## src/hdl/lzbr_pkg.sv

```systemverilog
// Shared types, constants and the long-length table of the back-reference decoder.
package lzbr_pkg;

   localparam int HISTORY_DEPTH    = 131072;
   localparam int HIST_AW          = $clog2(HISTORY_DEPTH);
   localparam int PROD_W           = HIST_AW + 1;
   localparam int BYTES_PER_RESULT = 4;
   localparam int CNT_W            = $clog2(BYTES_PER_RESULT);
   localparam int WORD_W           = 8 * BYTES_PER_RESULT;
   localparam int COUNT_W          = 3;
   localparam int LEN_W            = 9;
   localparam int OFF_W            = 17;
   localparam int RSP_DATA_W       = ((WORD_W + COUNT_W + 7) / 8) * 8;

   typedef enum logic [1:0] {
      CMD_LIT  = 2'd0,
      CMD_COPY = 2'd1,
      CMD_END  = 2'd2
   } cmd_kind_type;

   typedef struct packed {
      logic               valid;
      cmd_kind_type       kind;
      logic [7:0]         data;
      logic [LEN_W-1:0]   len;
      logic [OFF_W-1:0]   off;
   } cmd_type;

   typedef struct packed {
      logic               valid;
      logic [WORD_W-1:0]  word;
      logic [COUNT_W-1:0] count;
      logic               last;
      logic               eos;
      logic               bad;
   } emit_type;

   // Copy length of a three-byte reference, indexed by token bits 5:1.
   function automatic logic [LEN_W-1:0] long_len(input logic [4:0] idx);
      logic [LEN_W-1:0] len;
      len = LEN_W'(idx) + LEN_W'(3);
      unique case (idx)
         5'd27:   len = LEN_W'(35);
         5'd28:   len = LEN_W'(48);
         5'd29:   len = LEN_W'(72);
         5'd30:   len = LEN_W'(128);
         5'd31:   len = LEN_W'(256);
         default: len = LEN_W'(idx) + LEN_W'(3);
      endcase
      return len;
   endfunction

endpackage

```

## src/hdl/lzbr_parser.sv

```systemverilog
// Token parser: tracks the stream phase and turns accepted bytes into commands.
module lzbr_parser (
   input  logic             clock,
   input  logic             reset,
   input  logic [7:0]       in_byte,
   input  logic             accept,
   output lzbr_pkg::cmd_type cmd
);
   import lzbr_pkg::*;

   localparam logic [2:0] PH_TOKEN   = 3'd0;
   localparam logic [2:0] PH_LIT     = 3'd1;
   localparam logic [2:0] PH_BR1_LO  = 3'd2;
   localparam logic [2:0] PH_BR2_MID = 3'd3;
   localparam logic [2:0] PH_BR2_LO  = 3'd4;

   logic [2:0]       phase_ff, phase_in;
   logic [6:0]       lits_ff, lits_in;
   logic [LEN_W-1:0] plen_ff, plen_in;
   logic [OFF_W-1:0] poff_ff, poff_in;
   logic [OFF_W-1:0] poff_shift;
   logic [6:0]       lits_dec;

   assign poff_shift = {poff_ff[OFF_W-9:0], in_byte};
   assign lits_dec   = (lits_ff != 7'd0) ? lits_ff - 7'd1 : lits_ff;

   always_comb begin
      phase_in = phase_ff;
      lits_in  = lits_ff;
      plen_in  = plen_ff;
      poff_in  = poff_ff;
      cmd      = '0;
      cmd.kind = CMD_LIT;
      if (accept) begin
         unique case (phase_ff)
            PH_LIT: begin
               cmd.valid = 1'b1;
               cmd.kind  = CMD_LIT;
               cmd.data  = in_byte;
               lits_in   = lits_dec;
               phase_in  = (lits_dec == 7'd0) ? PH_TOKEN : PH_LIT;
            end
            PH_BR1_LO, PH_BR2_LO: begin
               // low offset byte completes the reference
               poff_in   = poff_shift;
               phase_in  = PH_TOKEN;
               cmd.valid = 1'b1;
               cmd.kind  = CMD_COPY;
               cmd.len   = plen_ff;
               cmd.off   = poff_shift;
            end
            PH_BR2_MID: begin
               poff_in  = poff_shift;
               phase_in = PH_BR2_LO;
            end
            default: begin
               phase_in = PH_TOKEN;
               unique case (in_byte[7:6])
                  2'b00: begin
                     lits_in  = 7'(in_byte[5:0]) + 7'd1;
                     phase_in = PH_LIT;
                  end
                  2'b01: begin
                     if (in_byte[4:0] == 5'd0) begin
                        // zero short offset: end of stream
                        cmd.valid = 1'b1;
                        cmd.kind  = CMD_END;
                        lits_in   = 7'd0;
                     end else begin
                        plen_in   = LEN_W'(3) + LEN_W'(in_byte[5]);
                        poff_in   = OFF_W'(in_byte[4:0]);
                        cmd.valid = 1'b1;
                        cmd.kind  = CMD_COPY;
                        cmd.len   = LEN_W'(3) + LEN_W'(in_byte[5]);
                        cmd.off   = OFF_W'(in_byte[4:0]);
                     end
                  end
                  2'b10: begin
                     plen_in  = LEN_W'(3) + LEN_W'(in_byte[5:3]);
                     poff_in  = OFF_W'(in_byte[2:0]);
                     phase_in = PH_BR1_LO;
                  end
                  default: begin
                     plen_in  = long_len(in_byte[5:1]);
                     poff_in  = OFF_W'(in_byte[0]);
                     phase_in = PH_BR2_MID;
                  end
               endcase
            end
         endcase
      end
   end

   always_ff @(posedge clock) begin
      if (reset) begin
         phase_ff <= PH_TOKEN;
         lits_ff  <= '0;
         plen_ff  <= '0;
         poff_ff  <= '0;
      end else begin
         phase_ff <= phase_in;
         lits_ff  <= lits_in;
         plen_ff  <= plen_in;
         poff_ff  <= poff_in;
      end
   end

endmodule

```

## config.mk

```make
export PLATFORM = sky130hd
export DESIGN_NAME = lzbr_parser
export DESIGN_NICKNAME = d
export VERILOG_FILES = /design/src/hdl/lzbr_pkg.sv /design/src/hdl/lzbr_parser.sv
export SDC_FILE = /design/constraint.sdc
export NUM_CORES = 1
export LEC_CHECK = 0
export BUFFER_PORTS_ARGS = -buffer_cell sky130_fd_sc_hd__buf_4
export CAP_MARGIN = 25
export CORE_MARGIN = 3
export CORE_UTILIZATION = 40
export DETAILED_ROUTE_END_ITERATION = 12
export PLACE_DENSITY = 0.74
export SLEW_MARGIN = 20
export SYNTH_ARGS = -nofsm -noshare
export SYNTH_HDL_FRONTEND = slang
export SYNTH_SLANG_ARGS = --single-unit
```

## constraint.sdc

```tcl
create_clock -name clock -period 1.9 [get_ports clock]
set_input_delay 0.38 -clock clock [delete_from_list [all_inputs] [get_ports clock]]
set_output_delay 0.38 -clock clock [all_outputs]
set_load 0.02 [all_outputs]
```

==> run_results.csv, run 1 <==
group,metric,value,unit
final_layout,final_common_cell,"buf_4",
synthesis,synth_cells,319,
floorplan,die_w,85.4,um
synthesis,syn_area_per_cell,7.91,sq um
pwr,internal_power,0.00143,W
critical_path,r2r-end,"lits_ff[4]$_SDFFE_PP0P_",
synthesis,ys_async_sr_fraction,0,%
critical_path,r2r_slack,-0.14,ns
critical_path,cp-start-kind,"register",
worst_hold_path,holdPathStages,3,
status,violations,"setup timing",
critical_path,reg2regPathDepth,8,
timing,drv_slew,0,
drt,via_per_inst,6.47,
status,status,"complete, but fails checks",
drt,finalWirelength,10.3,mm
synthesis,ys.flop_type,"dfxtp_1",
pwr,total_power,0.00235,W
cts,root_buffer,"clkbuf_8",
critical_path,path_delay_family,"simple AND/OR/NAND/NOR gates",
worst_hold_path,hp-class,"in -> reg",
final_layout,num-fill-cells,414,
global_route,gr-usage-all-layers,24.9,%
pwr,p_sw_share,38.9,%
synthesis,yosysSeqAreaShare,22.2,%
timing,finalHoldWorstSlack,0.409,ns
worst_hold_path,holdPathEnd,"poff_ff[4]$_SDFFE_PP0P_",
pwr,cellLeakagePower,1.70,nW
synthesis,syn_area,0.00252,sq mm
drt,drtPass1Iterations,5,
worst_hold_path,worst_hold_startpoint,"in_byte[4]",
floorplan,dieArea,0.00729,sq mm
cts,clk_path_buf_depth,2,
placed_design,dp_hpwl,6.64,mm
final_layout,drive_above_1_share,51.3,%
drt,wire_per_inst,20.2,um
pwr,clkPwrFrac,20.8,%
job,cap_violations,0,
timing,finalClockSkew,0.00461,ns
synthesis,synth_cell_types,62,
timing,fin_crit_sh,111,%
pwr,pwr-share-comb,51.0,%
cts,htree_levels,1,
timing,setup_viol,40,
placed_design,globalplace.congestion,0.951,
timing,rsz0062_at_grt,"true",
critical_path,crit_arrival,1.73,ns
global_route,grt_overflow_total,0,
global_route,antenna_found_initial,0,
critical_path,crit_buf_inv,2,
drt,ant_nets,0,
timing,worst_pin_slew,0.730,ns
drt,vias,3299,
critical_path,cp_cell_sequence,"buf_6, or3_4, a21o_1, nor3_2, buf_4",
floorplan,rows,28,
critical_path,worst-path-max-fanout,4,
placed_design,pre_cts_ws,-0.206,ns
critical_path,max_stage_delay,0.40,ns
synthesis,synth_seq_cells,28,
critical_path,cp-end-kind,"primary output",
cts,cts_num_sinks,28,
final_layout,num-nets-final,463,
cts,cts.reportedPaths.clkPinSlew,0.11,ns
floorplan,coreArea,0.00603,sq mm
timing,period_needed,2.11,ns
floorplan,initial_core_util,41.9,%
cts,numCtsBuffers,3,
global_route,grt_max_degree,31,
timing,fmax,0.474,GHz
pwr,seqPwrFrac,28.2,%
cts,clk_latency,0.28,ns
critical_path,slowest_stage,"or3_4",
drt,drcViolationCount,0,
pwr,ir_drop,0.364,mV
timing,final_hold_viol_count,0,
timing,worst_slack,-0.208,ns
cts,cts_tree,"built",
cts,ctsHoldBuffers,0,
final_layout,seq_area,572,sq um
placed_design,placed_cell_area,0.00356,sq mm
final_layout,diodes,0,
global_route,first_global_vias,3072,
synthesis,synth_edf_count,0,
final_layout,fin_util,71.4,%
drt,drt-initial-drc-count,326,
final_layout,syn_to_final_growth,70.7,%
synthesis,synth_nets,346,
pwr,p_per_area,545,mW/mm^2
final_layout,fin_area,0.00431,sq mm
placed_design,io_buffers,47,
floorplan,top_level_ports,48,
critical_path,rr_startpoint,"phase_ff[1]$_SDFFE_PP0P_",
global_route,grt_pass1_wl,14.9,mm
pwr,power.switching,0.000912,W
critical_path,critPathRequiredTime,1.52,ns
critical_path,worst-setup-path-type,"reg -> out",
floorplan,die_height,85.4,um
final_layout,final_cell_mix,"buf_4, buf_6, dfxtp_1",
final_layout,multiInputGateArea,0.00230,sq mm
synthesis,synth-warning-count,0,
timing,slew_headroom,51.0,%
[final cells by class]
type,instances,share of cell area [%]
multi-input cells,251,53.5
inverters,18,1.83
clock buffers,3,0.959
repair buffers,134,27.6
flip-flops and latches,28,13.3
well taps,75,2.18
clock inverters,1,0.697
[power by group through the flow]
stage	registers [W]	clock network [W]	logic, W
finish	0.000662	0.000488	0.00120
global route	0.000667	0.000515	0.00126
CTS	0.000656	0.000498	0.000984
detailed placement	0.000673	0	0.000892
floorplan	0.000658	0	0.000586
global placement	0.000671	0	0.000880
[repair_timing]
action                     in CTS  in global routing
setup endpoints to repair      33                 50
pin swaps                      11                 35
gates cloned                    0                  1
setup buffers                  14                 10
resized for setup              44                 61
[flip-flops by register name, indices dropped and copies added, names as in the netlist]
signal,flops
plen_ff,9
lits_ff,7
phase_ff,3
poff_ff,9
[per-layer routing]
metal  up-vias  GRT usage (%)  share of wire [%]
met5         -              0                  0
met4         0           8.35                3.5
met3        51           4.37                7.6
met2       202           43.4                 49
met1      1586           30.9                 40
li1       1460              -                  -
[cell usage after synthesis (3+ instances only)]
| cell | n | share of area [%] |
|---|---|---|
| a32oi_1 | 4 | 1.4 |
| clkbuf_1 | 12 | 1.8 |
| dfxtp_1 | 28 | 22 |
| and2_1 | 18 | 4.5 |
| ha_1 | 16 | 7.9 |
| nand4_1 | 5 | 1.2 |
| a21o_1 | 3 | 0.89 |
| nand3_1 | 13 | 2.6 |
| nand2b_1 | 6 | 1.5 |
| nand2_1 | 20 | 3.0 |
| xnor2_1 | 4 | 1.4 |
| a21oi_1 | 26 | 5.2 |
| nor4_1 | 20 | 5.0 |
| nor3_1 | 7 | 1.4 |
| a211oi_1 | 4 | 1.2 |
| nor2_1 | 10 | 1.5 |
| or3_1 | 5 | 1.2 |
| o21ai_1 | 3 | 0.60 |
| xor2_1 | 3 | 1.0 |
| o21ai_0 | 13 | 2.6 |
| nor2b_1 | 4 | 0.99 |
| and3_1 | 3 | 0.74 |
| a311oi_1 | 5 | 1.7 |
| a221oi_1 | 3 | 1.0 |
| o32ai_1 | 6 | 2.1 |
| buf_2 | 8 | 1.6 |
| inv_1 | 18 | 2.7 |
| o211ai_1 | 4 | 1.2 |
| o221ai_1 | 3 | 1.0 |
[stage by stage]
step                      TNS, ns  cells
after CTS                   -1.75    499
final                       -1.88    510
after detailed placement    -2.42    481
after floorplan            -0.239    319
after global routing        -4.13    510
after global placement      -1.98    481
[worst max path at each step]
stage / depth (start not counted) / start / to
floorplan: 6 / in_byte[1] / cmd[0]
global placement: 8 / in_byte[1] / cmd[0]
detailed placement: 8 / in_byte[1] / cmd[0]
CTS: 5 / phase_ff[2]$_SDFFE_PP0P_ / cmd[35]
global route: 5 / phase_ff[2]$_SDFFE_PP0P_ / cmd[17]
finish: 5 / phase_ff[2]$_SDFFE_PP0P_ / cmd[35]
[cells by family after synthesis]
logic type / share of synthesized area [%]
compound gates: 30.1
flops: 22.2
xor+xnor: 2.43
fa+ha+maj: 7.94
buf+inv: 6.94
simple gates: 30.4
[worst reg2reg max path: stages (launching register included)]
cell and delay, ns:
dfxtp_4 0.38, buf_6 0.13, buf_8 0.13, buf_6 0.12, nor3b_4 0.47, a211oi_4 0.13, buf_6 0.17, a311oi_4 0.29
o32ai_2 0.11
Note: power is estimated with default switching activity, not from simulation.
==> run 2: changes to the inputs <==
Settings changed: ABC_AREA set to 1, PLACE_DENSITY 0.74 to 0.75.
==> run 2 against run 1 <==
The flow still finishes with violations (setup timing). Design area fell by 24%. Clock skew rose by 0.0062 ns. Count of clock-buffer cells in the layout unchanged. Sequential power hardly changed. Synthesized cell count grew 12%. Hold slack lost 0.026 ns. Utilization down 9.3 points. Total power decreased by 17%. First-iteration DRC count shrank 48%. Flip-flop and latch count unchanged. Critical endpoint is now cmd[27]. Highest routed layer unchanged.
==> run_results.csv, run 2 <==
group,metric,value,unit
status,status,"complete, but fails checks",
status,violations,"setup timing",
drt,drtPass1Iterations,4,
drt,finalWirelength,7.05,mm
cts,cts_num_sinks,28,
final_layout,num-fill-cells,465,
pwr,cellLeakagePower,1.48,nW
timing,setup_viol,24,
critical_path,cp-start-kind,"register",
critical_path,reg2regPathDepth,11,
synthesis,synth_top_area_cell,"dfxtp_1",
floorplan,initial_core_util,42.5,%
final_layout,final_common_cell,"nand2_1",
synthesis,ys_async_sr_fraction,0,%
cts,htree_levels,1,
global_route,gr-usage-all-layers,20.2,%
synthesis,synth-warning-count,0,
critical_path,worst-setup-path-type,"reg -> out",
drt,vias,2557,
critical_path,r2r-end,"phase_ff[0]$_SDFFE_PP0P_",
synthesis,syn_area_per_cell,6.26,sq um
placed_design,placed_cell_area,0.00273,sq mm
final_layout,diodes,0,
synthesis,yosysMostFrequentCell,"nand2_1",
synthesis,synth.top_cell.area_share,25.0,%
final_layout,fin_area,0.00327,sq mm
timing,final_hold_viol_count,0,
floorplan,die_w,80.8,um
synthesis,synth_area_leaders,"dfxtp_1, nand2_1, nor2_1",
final_layout,num-nets-final,453,
critical_path,crit_arrival,1.58,ns
final_layout,syn_to_final_growth,46.1,%
global_route,antenna_found_initial,0,
cts,numCtsBuffers,3,
critical_path,critPathCapture,"cmd[27]",
critical_path,startpoint,"phase_ff[0]$_SDFFE_PP0P_",
timing,slew_headroom,72.6,%
final_layout,drive_above_1_share,33.2,%
drt,wire_per_inst,14.2,um
placed_design,io_buffers,47,
global_route,grt_pass1_wl,10.4,mm
drt,via_per_inst,5.17,
timing,worst_slack,-0.0644,ns
global_route,grt_overflow_total,0,
cts,clk_latency,0.29,ns
synthesis,synth_nets,385,
synthesis,ys.flop_type,"dfxtp_1",
global_route,grt_max_degree,17,
critical_path,rr_startpoint,"lits_ff[0]$_SDFFE_PP0P_",
floorplan,rows,26,
placed_design,dp_hpwl,4.80,mm
synthesis,synth_edf_count,0,
cts,root_buffer,"clkbuf_8",
synthesis,syn_area,0.00224,sq mm
final_layout,final_cell_mix,"nand2_1, inv_1, buf_4",
critical_path,r2r_slack,0.25,ns
cts,cts.reportedPaths.clkPinSlew,0.11,ns
critical_path,cp-end-kind,"primary output",
synthesis,synth_cell_types,32,
cts,cts_tree,"built",
floorplan,coreArea,0.00527,sq mm
synthesis,synth_seq_cells,28,
synthesis,synth_common_cells,"nand2_1, nor2_1, inv_1, dfxtp_1, o21ai_0",
synthesis,yosysSeqAreaShare,25.0,%
pwr,p_per_area,593,mW/mm^2
floorplan,top_level_ports,48,
timing,drv_slew,0,
critical_path,worst-path-max-fanout,5,
final_layout,reg_top3,"plen_ff x9, poff_ff x9, lits_ff x7",
drt,drt-initial-drc-count,168,
pwr,ir_drop,0.324,mV
timing,worst_pin_slew,0.411,ns
critical_path,critPathRequiredTime,1.52,ns
timing,finalHoldWorstSlack,0.383,ns
timing,fmax,0.509,GHz
final_layout,fin_util,62.1,%
worst_hold_path,hp-class,"in -> reg",
placed_design,globalplace.congestion,0.923,
cts,clk_path_buf_depth,2,
floorplan,dieArea,0.00653,sq mm
drt,drcViolationCount,0,
drt,ant_nets,0,
timing,period_needed,1.96,ns
job,cap_violations,0,
timing,finalClockSkew,0.0108,ns
timing,fin_crit_sh,103,%
global_route,first_global_vias,2329,
floorplan,die_height,80.8,um
timing,rsz0062_at_grt,"true",
synthesis,synth_cells,358,
[run 2: through the flow]
step	setup WS (ns)	setup TNS, ns	power, W	instances
after floorplan	0.0386	0	0.00112	358
after global placement	0.0287	0	0.00131	482
after detailed placement	0.0195	0	0.00132	482
after CTS	-0.0288	-0.0752	0.00184	490
after global routing	-0.113	-2.17	0.00205	495
final	-0.0644	-0.745	0.00194	495
[run 2: layout make-up]
class,count,area (sq um),area share [%]
Timing Repair inverter,1,6.26,0.191
Sequential cell,28,569,17.4
Tap cell,70,87.6,2.68
Inverter,59,231,7.07
Clock buffer,3,41.3,1.26
Multi-Input combinational cell,263,1660,50.8
Timing Repair Buffer,70,646,19.7
Clock inverter,1,30.0,0.917
[run 2: critical path, stage by stage, from the launching register on]
cell	delay [ns]
dfxtp_2	0.37
inv_2	0.06
nor2_4	0.14
nand2_4	0.09
nor2_4	0.22
clkinv_4	0.16
nor2_2	0.13
buf_6	0.13
[run 2: worst min path at each step]
stage / endpoint / from / depth (start not counted)
after floorplan: poff_ff[5]$_SDFFE_PP0P_ / poff_ff[5]$_SDFFE_PP0P_ / 2
after global placement: poff_ff[7]$_SDFFE_PP0P_ / poff_ff[7]$_SDFFE_PP0P_ / 2
after detailed placement: poff_ff[8]$_SDFFE_PP0P_ / poff_ff[8]$_SDFFE_PP0P_ / 2
after CTS: lits_ff[2]$_SDFFE_PP0P_ / reset / 2
after global routing: phase_ff[0]$_SDFFE_PP0P_ / reset / 2
final: phase_ff[1]$_SDFFE_PP0P_ / reset / 2
[run 2: per-layer routing]
metal | part of all wire [%] | track usage (%) | vias up
met2 | 49 | 36.0 | 99
met3 | 6.0 | 2.33 | 16
met5 | 0 | 0 | -
li1 | - | - | 1274
met4 | 2.1 | 5.57 | 0
met1 | 43 | 25.5 | 1168
[run 2: power by group]
part           internal [W]  switching (W)  total [W]
Sequential         0.000629      0.0000308   0.000660
Combinational      0.000290       0.000505   0.000794
Clock              0.000283       0.000206   0.000489
[run 2: cell families (layout without fill, tap and decap cells)]
family | after synthesis | count (layout) | synth area share [%]
xor+xnor | 6 | 6 | 2.35
fa+ha+maj | 16 | 16 | 8.94
compound gates | 64 | 64 | 16.0
simple gates | 177 | 177 | 35.1
buf+inv | 67 | 134 | 12.5
flops | 28 | 28 | 25.0
[run 2: repair_timing]
action,4_1_cts,5_1_grt
pin swaps,5,8
gates resized for setup,25,86
buffers inserted,3,4
gates cloned,1,1
endpoints found under the setup margin,37,39
hold buffers,0,0
